==> src/hw/rtl/assert_macros.svh <==
// Assertion helpers, clocked on the rising edge, muted while reset is low.
`ifndef ASSERT_MACROS_SVH
`define ASSERT_MACROS_SVH

// Same-cycle implication.
`define ASSERT_NOW(lbl, clk, rst_n, ante, cons, msg) \
    lbl: assert property (@(posedge clk) disable iff (!(rst_n)) (ante) |-> (cons)) \
        else $error(msg);

// Next-cycle implication.
`define ASSERT_NEXT(lbl, clk, rst_n, ante, cons, msg) \
    lbl: assert property (@(posedge clk) disable iff (!(rst_n)) (ante) |=> (cons)) \
        else $error(msg);

`endif

==> src/hw/rtl/oge_pkg.sv <==
package oge_pkg;

    localparam int OGE_ELEMENTS = 4;

    localparam logic [31:0] OGE_ONE         = 32'd65536;
    localparam logic [16:0] OGE_ONE_K       = 17'd65536;
    localparam logic [16:0] OGE_MIN_GAIN    = 17'd66;
    localparam logic [31:0] OGE_RESET_VAR   = 32'd65536000;
    localparam logic [31:0] OGE_RESET_NOISE = 32'd655;

    localparam logic [5:0] OGE_GAIN_STEPS = 6'd17;
    localparam logic [5:0] OGE_FULL_STEPS = 6'd32;

    typedef enum logic [1:0] {
        CMD_UPDATE  = 2'd0,
        CMD_LOAD    = 2'd1,
        CMD_RESTART = 2'd2
    } t_cmd;

    typedef enum logic [1:0] {
        REG_START_MVAR = 2'd0,
        REG_MEAN_NOISE = 2'd1,
        REG_START_SVAR = 2'd2,
        REG_SIGMA_NOISE = 2'd3
    } t_reg;

    // request to the shared divide / square-root unit
    typedef struct packed {
        logic        start;
        logic        sqrt;
        logic [32:0] rem0;
        logic [63:0] num;
        logic [32:0] den;
        logic [5:0]  steps;
    } t_du_req;

    typedef struct packed {
        logic        done;
        logic [31:0] quot;
    } t_du_rsp;

endpackage

==> src/hw/rtl/oge_ram.sv <==
module oge_ram
    import oge_pkg::*;
#(
    parameter int WIDTH = 64,
    parameter int DEPTH = OGE_ELEMENTS,
    localparam int AW = (DEPTH > 1) ? $clog2(DEPTH) : 1
) (
    input  logic             i_clk,
    input  logic             i_we,
    input  logic [AW-1:0]    i_waddr,
    input  logic [WIDTH-1:0] i_wdata,
    input  logic [AW-1:0]    i_raddr,
    output logic [WIDTH-1:0] o_rdata
);
    logic [WIDTH-1:0] r_mem [DEPTH];
    logic [WIDTH-1:0] r_rdata;

    always_ff @(posedge i_clk) begin
        if (i_we) begin
            r_mem[i_waddr] <= i_wdata;
        end
        r_rdata <= r_mem[i_raddr];
    end

    assign o_rdata = r_rdata;
endmodule

==> config.mk <==
export PLATFORM = sky130hd
export DESIGN_NAME = oge_ram
export DESIGN_NICKNAME = d
export VERILOG_FILES = /design/src/hw/rtl/assert_macros.svh /design/src/hw/rtl/oge_pkg.sv /design/src/hw/rtl/oge_ram.sv
export SDC_FILE = /design/constraint.sdc
export NUM_CORES = 1
export LEC_CHECK = 0
export ABC_AREA = 1
export BUFFER_PORTS_ARGS = -buffer_cell sky130_fd_sc_hd__buf_2
export CAP_MARGIN = 10
export CORE_MARGIN = 10
export CORE_UTILIZATION = 35
export CTS_CLUSTER_DIAMETER = 50
export DETAILED_ROUTE_END_ITERATION = 8
export PLACE_DENSITY = 0.55
export SLEW_MARGIN = 15
export SYNTH_ARGS = -nofsm -noshare
export SYNTH_HDL_FRONTEND = slang
export SYNTH_SLANG_ARGS = --single-unit
==> constraint.sdc <==
create_clock -name i_clk -period 6.9 [get_ports i_clk]
set_clock_uncertainty 0.2 [all_clocks]
set_input_delay 0.69 -clock i_clk [delete_from_list [all_inputs] [get_ports i_clk]]
set_output_delay 0.69 -clock i_clk [all_outputs]
set_load 0.05 [all_outputs]
==> key figures, run 1 <==
Drt
  – Via count: 7,165
  – WL final: 25,400 um
  – Routed WL per cell: 15.0 um
  – DRC viols: 0
  – Antenna viol nets, final: 0
  – Post-DR vias/cell: 4.22
  – Drt first pass iters: 4
  – Initial DRC Count: 304

Global routing
  – Total gr overflow: 0
  – First-pass GRT wire length: 38,900 um
  – Vias in the first global route: 6,986
  – Initial antenna violation count: 7
  – Total Routing Usage GR: 0.119
  – Largest net degree at the start of global routing: 79

STA
  – TNS Setup: 0 ns
  – Worst Tran Pin Value: 1.14 ns
  – # setup viols final: 0
  – Minimum clock period: 2.48 ns
  – Final Hold Viols: 0
  – Slew Viols, Final: 0
  – Final WS setup: 4.42 ns
  – Hold_ws: 0.197 ns
  – RSZ-0062 raised after global routing: no
  – Peak Freq: 403 MHz
  – Slew headroom: 0.240
  – Fin crit share: 0.360

Place
  – Dpl ws: 3.84 ns
  – PortBufs: 133
  – Placed cell count: 1,624
  – Final Wtd Congestion: 0.705
  – Post-DP HPWL: 13,700 um

Hold path
  – HP Start: i_wdata[16]
  – Worst hold endpoint: r_mem[3][16]
  – Hold path cells: 1
  – Hold/Removal Path Class: in2reg

Synthesis
  – Netlist cell types: 11
  – Top-count cell post-synth: nand2_1
  – Ys async rst share: 0
  – EDFF count, synth: 256
  – Ys flop type: edfxtp_1
  – Post-synthesis sequential area ratio: 0.745
  – Cell count after synthesis: 1,074
  – Syn Std Cell Area: 0.0120 sq mm
  – Most common library cells after synthesis: nand2_1, inv_1, edfxtp_1
  – Synth top area cells: edfxtp_1, dfxtp_1, nand2_1
  – Leading area contributor after synthesis: edfxtp_1
  – Post-synthesis register bit count: 320
  – Yosys warns: 0
  – Share of the synthesized area in the top cell type: 0.638
  – Syn avg cell area: 11.2 sq um
  – Synthesized Nets: 1,144

Run status
  – Outcome: finished, final reports clean

Run
  – Max-cap violations: 0

Layout
  – Share of layout cells above drive strength 1: 0.165
  – Finished Layout Cells: 1,696
  – Fillcell total: 3,147
  – Area Overhead vs Synth: 20.2%
  – Nets: 1,287

CTS
  – Hold buffer count at cts: 0
  – Post-CTS Setup Inserts: 0
  – TritonCTS clock tree: yes
  – CTS root buffer: clkbuf_16
  – Clock Sinks: 320
  – Post-CTS sizing: 0
  – CTS buffer count: 39
  – Worst-path clk slew: 0.06 ns
  – Clk buf depth: 3
  – Clock latency on the worst-skew pair: 0.50 ns
  – # H-tree levels: 2

Power
  – Sw power: 0.00107 W
  – Net Sw Frac: 0.228
  – Clk pwr share: 0.443
  – Maximum vdd drop: 0.188 mV
  – Gate power share: 0.080
  – Power Internal: 0.00361 W
  – Power per Cell Area: 323 mW/mm^2
  – Reg power frac: 0.477
  – Leakage: 6.60 nW

Floorplan
  – Die ar.: 0.0422 sq mm
  – Starting density of the core: 0.357
  – Die width: 205 um
  – Io pins: 134
  – Rows: 67
  – Core area: 0.0337 sq mm
  – Die Y-Extent: 205 um

Critical path
  – Critical Path RT: 7.09 ns
  – Crit end category: register
  – CP Launch Type: primary input
  – Crit-path max FO: 74
  – R2R setup slack: 5.91 ns
  – Critical path type: in2reg
  – Worst flop-to-flop path endpoint: o_rdata[58]
  – Worst path arrival time: 2.67 ns
  – Worst r2r path cells: 4
  – Worst R2R Start: r_mem[2][58]
-- layout by cell type (no fill, tap or decap) --
master,instances
nand2_1,320
inv_4,1
clkbuf_16,41
buf_4,12
clkbuf_1,11
diode_2,1
nor3_2,4
clkinv_1,3
inv_2,1
buf_2,131
inv_1,259
clkinv_2,4
clkinvlp_4,2
inv_8,1
bufinv_16,6
edfxtp_1,256
nand3_1,128
clkinv_4,2
dfxtp_1,64
inv_6,1
-- worst max path at each step --
stage	start	endpoint	slack (ns)	depth (start not counted)
after global routing	i_raddr[0]	o_rdata[3]	4.18	6
after floorplan	i_waddr[1]	r_mem[0][0]	0.98	1
after CTS	i_raddr[0]	o_rdata[58]	4.42	6
after global placement	i_raddr[0]	o_rdata[58]	3.90	6
final	i_raddr[0]	o_rdata[58]	4.42	6
after detailed placement	i_raddr[0]	o_rdata[58]	3.84	6
-- stage by stage --
step	util	power (W)	area [sq um]
after detailed placement	0.390	0.00265	13100
after global routing	0.429	0.00486	14500
after floorplan	-	0.00253	12000
after global placement	0.390	0.00265	13100
after CTS	0.429	0.00474	14500
final	0.429	0.00467	14500
-- worst max-delay path, stage by stage --
cell and delay [ns]:
buf_4 0.28, inv_4 0.52, buf_4 0.76, nand2_1 0.10
nand3_1 0.11, nand2_1 0.10
-- cell type report --
type | count | area [sq um] | share of cell area
antenna | 1 | 2.50 | 0.000173
clock buffer | 52 | 1070 | 0.0737
clock inverter | 19 | 264 | 0.0182
inverter | 261 | 982 | 0.0679
multi-input combinational | 452 | 1880 | 0.130
sequential | 320 | 8970 | 0.620
tap | 448 | 561 | 0.0387
timing repair buffer | 143 | 746 | 0.0515
-- logic make-up (layout without fill, tap and decap cells) --
family,after synthesis,in the layout,share of synthesized area
buf+inv,302,475,0.101
flops,320,320,0.745
other cells,0,1,0
simple gates,452,452,0.155
-- metal layers --
layer,up-vias,track usage,part of all wire
met5,-,0,0.0030
met4,12,0.0339,0.018
met3,49,0.0359,0.058
met2,129,0.206,0.49
met1,3327,0.139,0.43
li1,3648,-,-
-- registers in the layout, summed over array words and instances, names as in the netlist --
name	count
r_mem	256
o_rdata	64
-- power groups by stage --
stage | Sequential (W) | Clock [W] | Combinational (W)
after floorplan | 0.00240 | 0 | 0.000135
after global placement | 0.00227 | 0 | 0.000377
after detailed placement | 0.00227 | 0 | 0.000383
after CTS | 0.00223 | 0.00213 | 0.000383
after global routing | 0.00224 | 0.00221 | 0.000414
final | 0.00223 | 0.00207 | 0.000374
Note: power is estimated with default switching activity, not from simulation.
==> run 2, diff against run 1 <==
--- a/config.mk
+++ b/config.mk
@@ -12,7 +12,7 @@
 export CORE_UTILIZATION = 35
 export CTS_CLUSTER_DIAMETER = 50
 export DETAILED_ROUTE_END_ITERATION = 8
-export PLACE_DENSITY = 0.55
+export PLACE_DENSITY = 0.57
 export SLEW_MARGIN = 15
 export SYNTH_ARGS = -nofsm -noshare
 export SYNTH_HDL_FRONTEND = slang
==> constraint.sdc (replaced) <==
create_clock -name i_clk -period 2.1 [get_ports i_clk]
set_clock_uncertainty 0.2 [all_clocks]
set_input_delay 0.21 -clock i_clk [delete_from_list [all_inputs] [get_ports i_clk]]
set_output_delay 0.21 -clock i_clk [all_outputs]
set_load 0.05 [all_outputs]
==> run 2 against run 1 <==
Worst hold slack got worse by 0.041 ns; combinational power rose to 3.7 times the previous value; non-clock buffer count rose by 77; design area rose by 6.1%; clock power rose to 3.1 times the previous value; die area did not move; via count rose by 3.7%; critical endpoint is now r_mem[2][56]; highest routed layer is now met4.
==> key figures, run 2 (synthesized netlist as in run 1, its figures left out) <==
Place
  – Post-DP Area: 0.0134 sq mm
  – PortBufs: 133
  – Post-DP HPWL: 15,700 um
  – Dpl ws: 0.323 ns
  – Final Wtd Congestion: 0.728

Floorplan
  – Die width: 205 um
  – Core area: 0.0337 sq mm
  – Rows: 67
  – Die ar.: 0.0422 sq mm
  – Io pins: 134
  – Starting density of the core: 0.357
  – Die Y-Extent: 205 um

Drt
  – WL final: 25,800 um
  – DRC viols: 0
  – Antenna viol nets, final: 0
  – Post-DR vias/cell: 4.19
  – Drt first pass iters: 4
  – Initial DRC Count: 343
  – Routed WL per cell: 14.6 um
  – Via count: 7,427

Power
  – Maximum vdd drop: 0.605 mV
  – Power per Cell Area: 984 mW/mm^2
  – Final Power: 0.0151 W
  – Leakage: 6.96 nW

CTS
  – Worst-path clk slew: 0.06 ns
  – Clk buf depth: 3
  – Clock Sinks: 320
  – CTS root buffer: clkbuf_16
  – # H-tree levels: 2
  – Clock latency on the worst-skew pair: 0.50 ns
  – CTS buffer count: 38
  – Post-CTS Setup Inserts: 0
  – TritonCTS clock tree: yes

Layout
  – Area Overhead vs Synth: 27.5%
  – Commonest non-fill, non-tap cell in the layout: nand2_1
  – Most frequent cells in the layout: nand2_1, inv_1, edfxtp_1
  – ANT cells: 0
  – Share of layout cells above drive strength 1: 0.161
  – Fillcell total: 3,094
  – Largest Register: r_mem
  – Max reg flops: 256
  – Design Area, Final: 0.0154 sq mm
  – Nets: 1,363

STA
  – Slew Viols, Final: 0
  – Peak Freq: 551 MHz
  – # setup viols final: 0
  – Minimum clock period: 1.81 ns
  – Fin crit share: 0.864
  – RSZ-0062 raised after global routing: no
  – Worst Tran Pin Value: 0.587 ns
  – Final WS setup: 0.286 ns
  – Slew headroom: 0.607
  – Final Hold Viols: 0

Global routing
  – First-pass GRT wire length: 40,500 um
  – Vias in the first global route: 7,469
  – Total gr overflow: 0
  – Total Routing Usage GR: 0.121
  – Largest net degree at the start of global routing: 113
  – Initial antenna violation count: 0

Critical path
  – Crit-path max FO: 24
  – Worst path arrival time: 1.82 ns
  – Crit end category: register
  – Critical path type: in2reg
  – CP Launch Type: primary input
  – Critical Path RT: 2.10 ns

Run status
  – Outcome: finished, final reports clean

Hold path
  – Hold/Removal Path Class: in2reg

Run
  – Max-cap violations: 0
[run 2: path summary, 6_finish.rpt]
kind                                   start      endpoint  slack [ns]  depth (start not counted)
worst max-delay path              i_waddr[1]  r_mem[2][56]        0.29                          5
worst min register to register  r_mem[1][13]   o_rdata[13]        0.33                          4
worst max register to register  r_mem[2][12]   o_rdata[12]        1.10                          4
worst min-delay path                    i_we  r_mem[1][28]        0.16                          3
[run 2: area by class of cell]
| cell class | count | area [sq um] | share of cell area |
|---|---|---|---|
| Tap cell | 448 | 561 | 0.0365 |
| Timing Repair Buffer | 220 | 1680 | 0.110 |
| Sequential cell | 320 | 8970 | 0.584 |
| Inverter | 261 | 982 | 0.0640 |
| Clock inverter | 12 | 124 | 0.00807 |
| Clock buffer | 58 | 1130 | 0.0736 |
| Multi-Input combinational cell | 452 | 1910 | 0.124 |
[run 2: through the flow]
stage          setup TNS (ns)  instances  hold WS [ns]   util
5_1_grt                     0       1771         0.150  0.456
3_3_place_gp                0       1633         0.225  0.398
2_1_floorplan         -106.64       1074         0.109      -
6_report                    0       1771         0.156  0.456
4_1_cts                     0       1771         0.138  0.456
3_5_place_dp                0       1633         0.226  0.398
[run 2: worst max-delay path, stage by stage]
cell	delay [ns]
dlygate4sd3_1	0.53
buf_2	0.17
inv_1	0.11
nor3_4	0.52
buf_12	0.26
[run 2: layer usage]
layer	global-route usage	part of all wire	vias up
met2	0.214	0.50	132
met1	0.145	0.44	3458
met4	0.0394	0.022	0
li1	-	-	3796
met3	0.0250	0.041	41
met5	0	0	-
[run 2: repair_timing]
action                                  4_1_cts  5_1_grt
hold buffers                                 68        0
endpoints found under the hold margin       277        0
gates resized for setup                       0        0
endpoints found under the setup margin        0        0
[run 2: where the power goes]
part           total (W)  leakage, nW  switching, W  internal [W]
registers        0.00732         2.89     0.0000908       0.00723
logic            0.00140         3.46      0.000991      0.000411
clock network    0.00639        0.606       0.00242       0.00397
total             0.0151         6.96       0.00350        0.0116
==> run 3, diff against run 2 <==
--- a/config.mk
+++ b/config.mk
@@ -6,13 +6,13 @@
 export NUM_CORES = 1
 export LEC_CHECK = 0
 export ABC_AREA = 1
-export BUFFER_PORTS_ARGS = -buffer_cell sky130_fd_sc_hd__buf_2
+export BUFFER_PORTS_ARGS = -buffer_cell sky130_fd_sc_hd__buf_4
 export CAP_MARGIN = 10
 export CORE_MARGIN = 10
 export CORE_UTILIZATION = 35
 export CTS_CLUSTER_DIAMETER = 50
 export DETAILED_ROUTE_END_ITERATION = 8
-export PLACE_DENSITY = 0.57
+export PLACE_DENSITY = 0.55
 export SLEW_MARGIN = 15
 export SYNTH_ARGS = -nofsm -noshare
 export SYNTH_HDL_FRONTEND = slang
==> constraint.sdc (replaced) <==
create_clock -name i_clk -period 2.15 [get_ports i_clk]
set_clock_uncertainty 0.2 [all_clocks]
set_input_delay 0.1075 -clock i_clk [delete_from_list [all_inputs] [get_ports i_clk]]
set_output_delay 0.1075 -clock i_clk [all_outputs]
set_load 0.05 [all_outputs]
==> run 3 against run 2 <==
Sequential share of layout area fell by 0.87 points; design area up 1.5%; worst setup slack worse by 0.19 ns; utilization is 0.69 points higher; worst hold slack worse by 0.15 ns; clock power down 5.6%; combinational power is 4% higher; count of clock-buffer cells in the layout is 9 lower; die area did not move; via count shrank 0.39%; routed wire length is 1.5% lower; critical endpoint is now o_rdata[16].
==> key figures, run 3 (synthesized netlist as in run 1, its figures left out) <==
Layout
  – Share of layout cells above drive strength 1: 0.158
  – Max reg flops: 256
  – Nets: 1,361
  – Design Area, Final: 0.0156 sq mm
  – Most frequent cells in the layout: nand2_1, inv_1, edfxtp_1
  – Commonest non-fill, non-tap cell in the layout: nand2_1
  – Largest Register: r_mem
  – Post-layout util: 0.462
  – Area Overhead vs Synth: 29.4%

Drt
  – Drt first pass iters: 4
  – Post-DR vias/cell: 4.18
  – Via count: 7,398
  – DRC viols: 0
  – Antenna viol nets, final: 0
  – Initial DRC Count: 316
  – WL final: 25,400 um
  – Routed WL per cell: 14.3 um

STA
  – Slew headroom: 0.420
  – Final Hold Viols: 0
  – Slew Viols, Final: 0
  – Fin crit share: 0.954
  – Peak Freq: 487 MHz
  – Worst Tran Pin Value: 0.870 ns
  – RSZ-0062 raised after global routing: no
  – Minimum clock period: 2.05 ns
  – # setup viols final: 0

Place
  – PortBufs: 133
  – Post-DP HPWL: 14,800 um
  – Final Wtd Congestion: 0.692
  – Post-DP Area: 0.0137 sq mm

CTS
  – Clk buf depth: 3
  – Clock Sinks: 320
  – Worst-path clk slew: 0.06 ns
  – # H-tree levels: 2
  – CTS root buffer: clkbuf_16
  – TritonCTS clock tree: yes
  – Clock latency on the worst-skew pair: 0.51 ns
  – CTS buffer count: 38

Critical path
  – R2R setup slack: 0.65 ns
  – Crit path depth: 8
  – Worst path max stage delay: 0.57 ns
  – CP bufs+invs: 5
  – Crit path to: o_rdata[16]
  – Crit end category: register
  – Critical path type: in2reg
  – Worst path arrival time: 2.25 ns
  – Slowest CP cell: dlygate4sd3_1
  – Crit-path max FO: 28
  – CP cell instances: dlygate4sd3_1 -> buf_4 -> inv_4 -> buf_12 -> nand2_1 -> nand3_1 -> dlygate4sd3_1 -> nand2_1
  – Worst flop-to-flop path endpoint: o_rdata[16]
  – CP Launch Type: primary input
  – Delay-heaviest family, CP: buffers and inverters
  – Worst r2r path cells: 5
  – Worst R2R Start: r_mem[1][16]
  – Critical Path RT: 2.35 ns
  – Crit path launch: i_raddr[0]

Floorplan
  – Die Y-Extent: 205 um
  – Die ar.: 0.0422 sq mm
  – Io pins: 134
  – Rows: 67
  – Core area: 0.0337 sq mm
  – Die width: 205 um
  – Starting density of the core: 0.357

Hold path
  – HP Start: i_waddr[1]
  – Hold/Removal Path Class: in2reg

Global routing
  – Vias in the first global route: 7,688
  – Total gr overflow: 0
  – Largest net degree at the start of global routing: 74
  – First-pass GRT wire length: 40,700 um
  – Total Routing Usage GR: 0.121
  – Initial antenna violation count: 2

Power
  – Final Power: 0.0146 W
  – Maximum vdd drop: 0.441 mV
  – Power per Cell Area: 939 mW/mm^2
  – Leakage: 7.03 nW

Run status
  – Outcome: finished, final reports clean

Run
  – Max-cap violations: 0
[run 3: what timing repair did]
action	in CTS	in global routing
endpoints found under the hold margin	335	0
resized for setup	0	0
hold buffers	69	0
setup buffers	0	0
endpoints found under the setup margin	0	0
[run 3: tightest hold or removal path, cell delays in order]
cell and delay [ns]:
buf_4 0.12, nor3_4 0.05, buf_12 0.22
[run 3: report_power, final]
group / internal [W] / switching [W]
logic: 0.000497 / 0.000960
clock network: 0.00364 / 0.00239
registers: 0.00706 / 0.0000960
total: 0.0112 / 0.00344
[run 3: per-stage QoR]
step / setup TNS [ns] / hold WS, ns / setup WS (ns) / cells
CTS: 0 / 0.00549 / 0.143 / 1768
finish: 0 / 0.00985 / 0.0980 / 1770
detailed placement: 0 / 0.112 / 0.550 / 1630
global placement: 0 / 0.109 / 0.540 / 1630
global route: 0 / 0.0161 / 0.0242 / 1770
floorplan: -67.60 / 0.00637 / -0.264 / 1074
[run 3: layout make-up]
class | count | area, sq um
Inverter | 261 | 982
Fill cell | 3091 | 18100
Timing Repair Buffer | 218 | 1960
Antenna cell | 2 | 5.00
Tap cell | 448 | 561
Clock inverter | 20 | 136
Clock buffer | 49 | 1070
Sequential cell | 320 | 8970
Multi-Input combinational cell | 452 | 1910
[run 3: worst min path at each step]
stage                        end  slack, ns  depth (start not counted)
floorplan            r_mem[0][0]      0.006                          0
global placement    r_mem[0][51]       0.11                          1
detailed placement  r_mem[2][34]       0.11                          1
CTS                 r_mem[0][19]      0.005                          3
global route        r_mem[0][30]       0.02                          3
finish              r_mem[0][27]       0.01                          3
[run 3: per-layer routing]
layer  share of wire  wire, um  GRT usage  vias to the layer above
met2            0.49     12500      0.209                      131
met1            0.43     11000      0.143                     3418
met5               0         0          0                        -
li1                -         -          -                     3806
met3           0.051      1290     0.0311                       43
met4           0.022       552     0.0420                        0
