**src/hw/rtl/assert_macros.svh**
```systemverilog
// Assertion helpers, clocked on the rising edge, muted while reset is low.
`ifndef ASSERT_MACROS_SVH
`define ASSERT_MACROS_SVH

// Same-cycle implication.
`define ASSERT_NOW(lbl, clk, rst_n, ante, cons, msg) \
    lbl: assert property (@(posedge clk) disable iff (!(rst_n)) (ante) |-> (cons)) \
        else $error(msg);

// Next-cycle implication.
`define ASSERT_NEXT(lbl, clk, rst_n, ante, cons, msg) \
    lbl: assert property (@(posedge clk) disable iff (!(rst_n)) (ante) |=> (cons)) \
        else $error(msg);

`endif

```
**src/hw/rtl/oge_pkg.sv**
```systemverilog
package oge_pkg;

    localparam int OGE_ELEMENTS = 4;

    localparam logic [31:0] OGE_ONE         = 32'd65536;
    localparam logic [16:0] OGE_ONE_K       = 17'd65536;
    localparam logic [16:0] OGE_MIN_GAIN    = 17'd66;
    localparam logic [31:0] OGE_RESET_VAR   = 32'd65536000;
    localparam logic [31:0] OGE_RESET_NOISE = 32'd655;

    localparam logic [5:0] OGE_GAIN_STEPS = 6'd17;
    localparam logic [5:0] OGE_FULL_STEPS = 6'd32;

    typedef enum logic [1:0] {
        CMD_UPDATE  = 2'd0,
        CMD_LOAD    = 2'd1,
        CMD_RESTART = 2'd2
    } t_cmd;

    typedef enum logic [1:0] {
        REG_START_MVAR = 2'd0,
        REG_MEAN_NOISE = 2'd1,
        REG_START_SVAR = 2'd2,
        REG_SIGMA_NOISE = 2'd3
    } t_reg;

    // request to the shared divide / square-root unit
    typedef struct packed {
        logic        start;
        logic        sqrt;
        logic [32:0] rem0;
        logic [63:0] num;
        logic [32:0] den;
        logic [5:0]  steps;
    } t_du_req;

    typedef struct packed {
        logic        done;
        logic [31:0] quot;
    } t_du_rsp;

endpackage

```
**src/hw/rtl/oge_divsqrt.sv**
```systemverilog
module oge_divsqrt
    import oge_pkg::*;
(
    input  logic    i_clk,
    input  logic    i_rst_n,
    input  t_du_req i_req,
    output t_du_rsp o_rsp
);
    logic [34:0] r_rem;
    logic [63:0] r_num;
    logic [31:0] r_q;
    logic [32:0] r_den;
    logic        r_sqrt;
    logic [5:0]  r_cnt;
    logic        r_busy;
    logic        r_done;

    logic [35:0] w_cand;
    logic [35:0] w_sub;
    logic [36:0] w_diff;
    logic        w_ge;

    // one compare/subtract per cycle: a quotient bit or a root bit
    always_comb begin
        w_cand = r_sqrt ? {r_rem[33:0], r_num[63:62]} : {r_rem, r_num[63]};
        w_sub  = r_sqrt ? {2'b00, r_q, 2'b01} : {3'b000, r_den};
        w_diff = {1'b0, w_cand} - {1'b0, w_sub};
        w_ge   = !w_diff[36];
    end

    always_ff @(posedge i_clk) begin
        if (!i_rst_n) begin
            r_busy <= 1'b0;
            r_done <= 1'b0;
            r_cnt  <= '0;
        end else begin
            r_done <= 1'b0;
            if (i_req.start) begin
                r_rem  <= {2'b00, i_req.rem0};
                r_num  <= i_req.num;
                r_den  <= i_req.den;
                r_sqrt <= i_req.sqrt;
                r_q    <= '0;
                r_cnt  <= i_req.steps;
                r_busy <= 1'b1;
            end else if (r_busy) begin
                r_rem <= w_ge ? w_diff[34:0] : w_cand[34:0];
                r_num <= r_sqrt ? {r_num[61:0], 2'b00} : {r_num[62:0], 1'b0};
                r_q   <= {r_q[30:0], w_ge};
                r_cnt <= r_cnt - 6'd1;
                if (r_cnt == 6'd1) begin
                    r_busy <= 1'b0;
                    r_done <= 1'b1;
                end
            end
        end
    end

    assign o_rsp.done = r_done;
    assign o_rsp.quot = r_q;
endmodule

```
**config.mk**
```make
export PLATFORM = sky130hd
export DESIGN_NAME = oge_divsqrt
export DESIGN_NICKNAME = d
export VERILOG_FILES = /design/src/hw/rtl/assert_macros.svh /design/src/hw/rtl/oge_pkg.sv /design/src/hw/rtl/oge_divsqrt.sv
export SDC_FILE = /design/constraint.sdc
export NUM_CORES = 1
export LEC_CHECK = 0
export ABC_AREA = 1
export BUFFER_PORTS_ARGS = -buffer_cell sky130_fd_sc_hd__buf_2
export CORE_ASPECT_RATIO = 0.8
export CORE_MARGIN = 2
export CORE_UTILIZATION = 54
export CTS_BUF_LIST = sky130_fd_sc_hd__clkbuf_4 sky130_fd_sc_hd__clkbuf_8
export DETAILED_ROUTE_END_ITERATION = 16
export PLACE_DENSITY = 0.79
export SYNTH_ARGS = -nofsm -noshare
export SYNTH_HDL_FRONTEND = slang
export SYNTH_SLANG_ARGS = --single-unit
```
**constraint.sdc**
```tcl
create_clock -name i_clk -period 7.08 [get_ports i_clk]
set_input_delay 0.354 -clock i_clk [delete_from_list [all_inputs] [get_ports i_clk]]
set_output_delay 0.354 -clock i_clk [all_outputs]
set_load 0.05 [all_outputs]
```
==> impl_metrics.yaml, run 1 <==
clock_tree:
  cts_setup_buffers: 0
  root_buffer: "clkbuf_8"
  htree_levels: 4
  cts_buffer_depth: 2
  cts_tree: "built"
  cts_num_sinks: 173
  clk_pin_slew_ns: 0.11
  numCtsBuffers: 17
  clk_latency_ns: 0.48
  cts-hold-fix-buffers: 0
  cts_resized: 0
timing:
  maxSlewHeadroom_pct: 33.7
  finalSetupViolCount: 0
  fmax_ghz: 0.231
  drv_slew: 0
  fin_crit_sh_pct: 61.2
  clock_skew_ns: 0.0216
  worstMarginPinSlew_ns: 0.995
  hold_viol: 0
  fin_hold_ws_ns: 0.0438
  rsz0062_at_grt: "false"
  fin_setup_tns_ns: 0
  period_minus_slack_ns: 4.33
cells_and_area:
  final_area_um2: 12700
  syn2layout_area_growth_pct: 12.4
  multi_input_area_um2: 5120
  drive_gt1_share_pct: 15.5
  seq_area_um2: 5110
  nets: 1841
  final_common_cell: "nand2_1"
  fillers: 1924
  antennaDiodeCount: 0
  layout.cells.non_filler: 1946
  most-common-layout-cells: "nand2_1, inv_1, buf_2"
die:
  fp.dieW_um: 165
  row_count: 47
  io_pins: 173
  die_h_um: 133
  core_area_um2: 20600
  initial_utilization_pct: 54.7
  die_area_um2: 22000
critical_path:
  critPathBufInv: 5
  cpMostUsedCell: "nand2_1"
  reg2reg_depth: 19
  regToRegEndpoint: "r_rem[27]$_DFFE_PP_"
  cp_max_fo: 76
  startpoint: "r_sqrt$_DFFE_PP_"
  critPathMaxStageDelay_ns: 0.67
  r2r_start: "r_sqrt$_DFFE_PP_"
  crit_arrival_ns: 4.57
  crit_path_start_kind: "register"
  crit_path_cell_trace: "inv_2 -> buf_4 -> or2_2 -> o21ai_0 -> inv_1 -> ha_1 -> nand2_1 -> inv_1 -> nand2_1 -> nand2_1 -> nand2_1 -> nand3_2 -> a21oi_4 -> buf_4 -> nand2_4 -> nand2_2 -> nand2_1 -> nand2_1 -> nand2_1"
  reg2reg_slack_ns: 2.75
  cpMaxStageDelayCell: "buf_4"
  crit_family: "simple AND/OR/NAND/NOR gates"
  crit_required_ns: 7.32
  criticalPathCategory: "register to register"
  crit_path_end_kind: "register"
route:
  num_vias: 10200
  wl_per_cell_um: 15.2
  vias_per_cell: 5.22
  drc: 0
  drtIter0Drc: 1141
  drtPass1Iterations: 6
  ant_nets: 0
  wirelength_um: 29500
placed_design:
  dpl.cell_count: 1914
  dp_hpwl_um: 21200
  place_area_um2: 12300
  place.gp.congestion: 0.977
  placement.io_buffers: 172
pwr:
  power.internal_w: 0.00181
  p_sw_w: 0.00110
  p_sw_share_pct: 37.8
  p_seq_share_pct: 43.5
  p_total_w: 0.00290
  p_comb_share_pct: 32.7
  powerDensity_nw_per_um2: 230
  cellLeakagePower_nw: 6.13
  ir_drop_mv: 0.145
  power_frac_clock_pct: 23.8
yosys:
  synth.distinct_cells: 38
  netlist_instances: 1527
  synth_flop_cell: "edfxtp_1"
  synth_edf_count: 165
  yosys-top-cells-area: "edfxtp_1, nand2_1, inv_1, a21oi_1, nor2_1"
  synth_nets: 1704
  avgSynthCellArea_um2: 7.37
  netlist.area_leader.share_pct: 44.0
  synth_top_cell_by_area: "edfxtp_1"
  synth.ff_latch_count: 173
  async_flop_share_pct: 0
  yosysSeqAreaShare_pct: 45.4
  yosysWarnings: 0
  synth_area_um2: 11300
global_routing:
  gr-total-overflow: 0
  use_met2_pct: 38.6
  first_global_vias: 9241
  grt_max_degree: 164
  grtUsageTotal_pct: 27.2
  met1_usage_pct: 42.8
  busiest_layer: "met1"
  grt_use_met3_pct: 5.45
  grt_pass1_wl_um: 47200
  antenna_found_initial: 1
flow_run:
  maxCapViolations: 0
hold_path:
  hold_class: "input port to register"
  worstHoldEndpoint: "r_den[13]$_DFFE_PP_"
  hold_depth: 1
  min_from: "i_req[19]"
status:
  status: "complete, no violations"
==> final cells by class <==
| class | count | area share [%] |
|---|---|---|
| clock buffer | 17 | 1.85 |
| clock inverter | 15 | 1.17 |
| inverter | 203 | 6.02 |
| multi-input combinational | 1089 | 40.5 |
| sequential | 173 | 40.4 |
| tap | 269 | 2.66 |
| timing repair buffer | 180 | 7.40 |
==> power by group through the flow <==
stage	Sequential, W	Clock [W]	Combinational (W)
after floorplan	0.00132	0	0.000661
after global placement	0.00128	0	0.000924
after detailed placement	0.00128	0	0.000935
after CTS	0.00126	0.000697	0.000941
after global routing	0.00127	0.000743	0.00107
final	0.00126	0.000691	0.000949
==> cells in the mapped netlist (all sizes together) (10+ instances only) <==
library cell / count
o21ai: 71
buf: 21
ha: 36
clkbuf: 41
or2: 25
nand4: 10
a21oi: 144
inv: 202
nand3: 93
nand2: 509
edfxtp: 165
xnor2: 15
nor2: 157
==> stage by stage <==
stage	utilization (%)	worst slack, ns
3_3_place_gp	59.6	3.01
4_1_cts	61.5	2.84
6_report	61.5	2.75
5_1_grt	61.5	2.50
2_1_floorplan	-	0.327
3_5_place_dp	59.6	2.87
==> worst register-to-register path: cells and delay by family (launching register included) <==
kind	cells	cell delay (ns)
compound gates	2	0.26
simple gates	11	1.62
flops	1	0.45
buf+inv	5	1.49
fa+ha+maj	1	0.28
==> metal layers <==
| layer | vias to the layer above | routed length, µm |
|---|---|---|
| li1 | 5185 | - |
| met3 | 39 | 2270 |
| met2 | 369 | 12300 |
| met5 | - | 13 |
| met4 | 2 | 442 |
| met1 | 4569 | 14400 |
==> flip-flops by register name, summed over array words and instances, names as in the netlist <==
| signal | cells |
|---|---|
| r_rem | 35 |
| r_q | 32 |
| r_den | 33 |
| r_done | 1 |
| r_sqrt | 1 |
| r_cnt | 6 |
| r_busy | 1 |
| r_num | 64 |
==> worst max path at each step <==
stage,slack (ns),depth (start not counted),to
floorplan,0.33,3,r_num[0]$_SDFFCE_PN0P_
global placement,3.01,19,r_rem[27]$_DFFE_PP_
detailed placement,2.87,19,r_rem[27]$_DFFE_PP_
CTS,2.84,19,r_rem[27]$_DFFE_PP_
global route,2.50,19,r_rem[27]$_DFFE_PP_
finish,2.75,19,r_rem[27]$_DFFE_PP_
==> cell families (layout without fill, tap and decap cells) <==
group,after synthesis,in the layout,synth area share [%]
xor+xnor,18,18,1.40
simple gates,808,808,29.4
flops,173,173,45.4
buf+inv,265,415,9.14
fa+ha+maj,37,37,4.18
mux,1,1,0.0889
compound gates,225,225,10.3
Note: power is estimated with default switching activity, not from simulation.
==> run 2, diff against run 1 <==
==> constraint.sdc (replaced) <==
create_clock -name i_clk -period 3.9 [get_ports i_clk]
set_input_delay 0.195 -clock i_clk [delete_from_list [all_inputs] [get_ports i_clk]]
set_output_delay 0.195 -clock i_clk [all_outputs]
set_load 0.05 [all_outputs]
==> run 2 against run 1 <==
Compared with the run above: worst setup slack got worse by 2.3 ns; power increased by 86%; sequential power increased by 83%; final cell count increased by 3.4%; non-clock buffer count increased by 66; via count increased by 3.5%; count of clock-buffer cells in the layout unchanged; largest power group unchanged; highest routed layer unchanged.
==> impl_metrics.yaml, run 2 (same netlist as run 1, synthesis figures left out) <==
status:
  status: "complete, no violations"
global_routing:
  gr-total-overflow: 0
  antenna_found_initial: 2
  grt_pass1_wl_um: 49500
  first_global_vias: 9909
  grt_max_degree: 104
  grtUsageTotal_pct: 28.5
placed_design:
  pre_cts_slack_ns: 0.372
  placement.io_buffers: 172
  dp_hpwl_um: 21300
  place.gp.congestion: 0.966
  place_area_um2: 12300
timing:
  period_minus_slack_ns: 3.43
  drv_slew: 0
  fin_crit_sh_pct: 87.9
  finalSetupViolCount: 0
  worstMarginPinSlew_ns: 0.956
  clock_skew_ns: 0.0292
  post-route-worst-setup-slack_ns: 0.472
  fmax_ghz: 0.292
  hold_viol: 0
  maxSlewHeadroom_pct: 36.2
  rsz0062_at_grt: "false"
  fin_hold_ws_ns: 0.0180
  fin_setup_tns_ns: 0
route:
  num_vias: 10500
  drtPass1Iterations: 7
  drtIter0Drc: 985
  vias_per_cell: 5.23
  ant_nets: 0
  wirelength_um: 30800
  wl_per_cell_um: 15.3
  drc: 0
pwr:
  ir_drop_mv: 0.227
  p_total_w: 0.00540
  powerDensity_nw_per_um2: 404
  cellLeakagePower_nw: 6.43
critical_path:
  crit_arrival_ns: 3.67
  crit_path_start_kind: "register"
  critPathMaxStageDelay_ns: 0.50
  cpMaxStageDelayCell: "fa_1"
  cpMostUsedCell: "nand2_1"
  crit_required_ns: 4.14
  cp_max_fo: 37
  crit_path_cell_trace: "inv_2 -> or2_2 -> o21ai_0 -> inv_1 -> fa_1 -> nand3_1 -> nand3_1 -> nand4_1 -> nand3_2 -> nand2_4 -> nand2_8 -> nand2_2 -> nand2_1 -> nand2_1 -> nand2_1"
  crit_path_end_kind: "register"
  criticalPathCategory: "register to register"
clock_tree:
  clk_pin_slew_ns: 0.10
  cts_num_sinks: 173
  cts_buffer_depth: 2
  htree_levels: 4
  numCtsBuffers: 17
  clk_latency_ns: 0.48
  root_buffer: "clkbuf_8"
  cts_tree: "built"
cells_and_area:
  final_area_um2: 13400
  syn2layout_area_growth_pct: 18.7
  fillers: 1881
  nets: 1907
  largest_registers: "r_num (64), r_rem (35), r_den (33)"
  largest_register_ffs: 64
  drive_gt1_share_pct: 15.1
  final_common_cell: "nand2_1"
  most-common-layout-cells: "nand2_1, inv_1, buf_2"
  top_register: "r_num"
die:
  die_area_um2: 22000
  core_area_um2: 20600
  die_h_um: 133
  initial_utilization_pct: 54.7
  fp.dieW_um: 165
  io_pins: 173
  row_count: 47
flow_run:
  maxCapViolations: 0
hold_path:
  hold_class: "input port to register"
-- run 2: cell types whose count changed in the layout (fill, tap and decap cells not counted), sizes merged --
cell / delta
clkinv: +1
clkinvlp: -2
diode: +1
buf: +3
bufinv: +1
dlygate4sd3: +63
-- run 2: area by class of cell --
| class | count | area [µm²] | share of cell area, % |
|---|---|---|---|
| tap | 269 | 337 | 2.52 |
| timing repair buffer | 246 | 1610 | 12.1 |
| sequential | 173 | 5110 | 38.3 |
| multi-input combinational | 1089 | 5130 | 38.4 |
| antenna | 1 | 2.50 | 0.0187 |
| inverter | 203 | 762 | 5.70 |
| clock buffer | 17 | 234 | 1.75 |
| clock inverter | 15 | 166 | 1.25 |
-- run 2: through the flow --
step	cells	util, %
2_1_floorplan	1527	-
3_3_place_gp	1917	59.8
3_5_place_dp	1917	59.8
4_1_cts	2012	64.9
5_1_grt	2012	64.9
6_report	2013	64.9
-- run 2: layer usage --
| metal | routed length, µm | vias to the layer above | global-route usage (%) |
|---|---|---|---|
| li1 | - | 5328 | - |
| met1 | 14800 | 4798 | 42.6 |
| met2 | 13300 | 362 | 43.2 |
| met3 | 2240 | 33 | 5.64 |
| met4 | 404 | 2 | 6.13 |
| met5 | 16 | - | 0 |
-- run 2: worst paths after layout --
check | endpoint | depth (start not counted) | slack [ns] | startpoint
worst max-delay path | r_rem[28]$_DFFE_PP_ | 15 | 0.47 | r_sqrt$_DFFE_PP_
worst min-delay path | r_rem[32]$_DFFE_PP_ | 3 | 0.02 | i_req[135]
worst max register to register | r_rem[28]$_DFFE_PP_ | 15 | 0.47 | r_sqrt$_DFFE_PP_
worst min register to register | r_cnt[4]$_SDFFE_PN0N_ | 2 | 0.51 | r_cnt[4]$_SDFFE_PN0N_
-- run 2: report_power, final --
part | internal, W | switching [W]
combinational | 0.000622 | 0.00116
sequential | 0.00223 | 0.0000689
clock | 0.000539 | 0.000780
-- run 2: timing repair --
item | in CTS | in global routing
resized for setup | 0 | 1
buffers inserted | 0 | 0
hold endpoints to repair | 63 | 0
endpoints found under the setup margin | 0 | 3
hold buffers | 63 | 0
-- run 2: critical path: cells and delay by family (launching register included) --
family | cells | cell delay (ns)
AO/OA/AOI/OAI | 1 | 0.10
adder cells (fa/ha/maj) | 1 | 0.50
buffers and inverters | 2 | 0.39
flip-flops | 1 | 0.44
AND/OR/NAND/NOR | 11 | 1.73
==> run 3, diff against run 2 <==
--- a/config.mk
+++ b/config.mk
@@ -5,11 +5,10 @@
 export SDC_FILE = /design/constraint.sdc
 export NUM_CORES = 1
 export LEC_CHECK = 0
-export ABC_AREA = 1
 export BUFFER_PORTS_ARGS = -buffer_cell sky130_fd_sc_hd__buf_2
 export CORE_ASPECT_RATIO = 0.8
 export CORE_MARGIN = 2
-export CORE_UTILIZATION = 54
+export CORE_UTILIZATION = 53
 export CTS_BUF_LIST = sky130_fd_sc_hd__clkbuf_4 sky130_fd_sc_hd__clkbuf_8
 export DETAILED_ROUTE_END_ITERATION = 16
 export PLACE_DENSITY = 0.79
==> run 3 against run 2 <==
Compared with the run above: count of clock-buffer cells in the layout unchanged; power increased by 0.77%; global-route usage decreased by 4.3 points; routed wire length decreased by 19%; non-clock buffer count increased by 40; core utilization increased by 2.5 points; sequential share of layout area increased by 1.5 points; fmax decreased by 8.9%.
==> impl_metrics.yaml, run 3 <==
hold_path:
  worstHoldEndpoint: "r_num[60]$_DFFE_PP_"
  hold_depth: 3
  min_from: "i_req[99]"
  hold_class: "input port to register"
timing:
  drv_slew: 0
  fmax_ghz: 0.266
  fin_setup_tns_ns: 0
  finalSetupViolCount: 0
  fin_hold_ws_ns: 0.0108
  hold_viol: 0
  worstMarginPinSlew_ns: 0.906
  maxSlewHeadroom_pct: 39.6
  fin_crit_sh_pct: 96.5
  period_minus_slack_ns: 3.76
  clock_skew_ns: 0.0139
  post-route-worst-setup-slack_ns: 0.138
cells_and_area:
  syn2layout_area_growth_pct: 23.9
  final_common_cell: "buf_2"
  largest_registers: "r_num (64), r_rem (35), r_den (33)"
  largest_register_ffs: 64
  top_register: "r_num"
  most-common-layout-cells: "buf_2, edfxtp_1, nand2_1"
  drive_gt1_share_pct: 22.8
  fin_util_pct: 67.4
  nets: 1387
die:
  die_h_um: 129
  fp.dieW_um: 161
  core_area_um2: 19100
  initial_utilization_pct: 54.4
  row_count: 45
  die_area_um2: 20700
  io_pins: 173
critical_path:
  reg2reg_depth: 13
  crit_path_end_kind: "register"
  crit_required_ns: 4.12
  regToRegEndpoint: "r_rem[19]$_DFFE_PP_"
  cp_max_fo: 22
  r2r_start: "r_sqrt$_DFFE_PP_"
  crit_arrival_ns: 3.98
  criticalPathCategory: "register to register"
  reg2reg_slack_ns: 0.14
  crit_path_start_kind: "register"
placed_design:
  dp_hpwl_um: 16500
  placement.io_buffers: 172
  pre_cts_slack_ns: 0.0657
  place.gp.congestion: 0.979
clock_tree:
  root_buffer: "clkbuf_8"
  clk_pin_slew_ns: 0.10
  cts_tree: "built"
  cts_num_sinks: 173
  clk_latency_ns: 0.48
  numCtsBuffers: 17
  htree_levels: 4
  cts_buffer_depth: 2
route:
  vias_per_cell: 5.58
  wl_per_cell_um: 16.8
  drc: 0
  wirelength_um: 25000
  num_vias: 8281
  ant_nets: 0
  drtPass1Iterations: 7
  drtIter0Drc: 768
global_routing:
  grtUsageTotal_pct: 24.2
  antenna_found_initial: 2
  grt_max_degree: 81
  grt_pass1_wl_um: 40200
  first_global_vias: 7912
  gr-total-overflow: 0
yosys:
  synth_flop_cell: "edfxtp_1"
  yosysSeqAreaShare_pct: 49.3
  synth.ff_latch_count: 173
  synthTopCellsByCount: "edfxtp_1, nand2_1, mux2i_1"
  async_flop_share_pct: 0
  yosys-top-cells-area: "edfxtp_1, mux2i_1, nand2_1, o21ai_0, ha_1"
  netlist_instances: 972
  yosysMostFrequentCell: "edfxtp_1"
  synth_area_um2: 10400
  yosysWarnings: 0
  synth.distinct_cells: 56
  synth_nets: 1149
  netlist.area_leader.share_pct: 47.7
  synth_edf_count: 165
  avgSynthCellArea_um2: 10.7
  synth_top_cell_by_area: "edfxtp_1"
status:
  status: "complete, no violations"
flow_run:
  maxCapViolations: 0
pwr:
  p_total_w: 0.00544
  cellLeakagePower_nw: 5.33
  powerDensity_nw_per_um2: 423
  ir_drop_mv: 0.227
run 3: cell types whose count changed in the layout (fill, tap and decap cells not counted), moves of 17 or more:
cell,previous run,this run
a21oi_1,142,45
dlygate4sd3_1,63,84
inv_1,191,14
mux2_2,0,34
mux2i_1,1,109
nand2_1,504,130
nand3_1,91,17
nor2_1,154,44
nor2b_1,0,35
o211ai_1,0,17
o21ai_0,69,92
or2_2,25,1
run 3: cell families (layout without fill, tap and decap cells):
family / count (synthesis) / after routing / share of synthesized area (%)
muxes: 144 / 144 / 14.3
and+or+nand+nor: 281 / 281 / 12.7
other: 0 / 2 / 0
buffers and inverters: 81 / 332 / 3.20
xor gates and xnor gates: 34 / 34 / 2.87
AOI/OAI and AO/OA: 222 / 222 / 13.2
DFF: 173 / 173 / 49.3
adders and majority gates: 37 / 37 / 4.53
run 3: worst max-delay path by stage:
stage,start,end,slack (ns)
after global placement,r_sqrt$_DFFE_PP_,r_rem[30]$_DFFE_PP_,0.10
after detailed placement,r_sqrt$_DFFE_PP_,r_rem[30]$_DFFE_PP_,0.07
after floorplan,r_sqrt$_DFFE_PP_,r_rem[31]$_DFFE_PP_,-0.005
after global routing,r_sqrt$_DFFE_PP_,r_rem[0]$_DFFE_PP_,-0.003
final,r_sqrt$_DFFE_PP_,r_rem[19]$_DFFE_PP_,0.14
after CTS,r_sqrt$_DFFE_PP_,r_rem[19]$_DFFE_PP_,0.02
run 3: per-stage QoR:
step,area (µm²),cells
4_1_cts,12800,1480
5_1_grt,12900,1483
3_5_place_dp,11600,1364
2_1_floorplan,10400,972
6_report,12900,1483
3_3_place_gp,11600,1364
run 3: repair_timing:
item	in CTS	in global routing
endpoints found under the setup margin	0	35
endpoints found under the hold margin	84	0
buffers inserted	0	1
hold buffers	84	0
gates resized for setup	0	3
run 3: report_power, final:
part	leakage (nW)	switching (W)	internal [W]
clock network	0.202	0.000725	0.000580
registers	1.65	0.0000803	0.00224
logic	3.48	0.00101	0.000806
total	5.33	0.00181	0.00363
run 3: critical path, stage by stage, from the launching register on:
cell and delay, ns:
edfxtp_1 0.39, buf_12 0.14, buf_12 0.19, mux2_2 0.39, ha_1 0.40, a21oi_1 0.24
o21ai_0 0.22, a32oi_1 0.24, a21oi_1 0.08, a41o_1 0.25, a221o_2 0.39, buf_4 0.23
mux2i_1 0.24, a21oi_1 0.10
run 3: layout make-up:
type / instances / area, µm²
Sequential cell: 173 / 5110
Antenna cell: 2 / 5.00
Tap cell: 258 / 323
Timing Repair Buffer: 286 / 2010
Clock inverter: 15 / 161
Multi-Input combinational cell: 718 / 4960
Inverter: 14 / 52.6
Clock buffer: 17 / 234
Fill cell: 1418 / 6220
run 3: routing by layer:
layer | vias up | wire length (µm) | track usage [%]
met1 | 3887 | 11700 | 34.9
met2 | 293 | 11400 | 37.7
li1 | 4064 | - | -
met5 | - | 0 | 0
met3 | 37 | 1370 | 4.13
met4 | 0 | 472 | 7.79
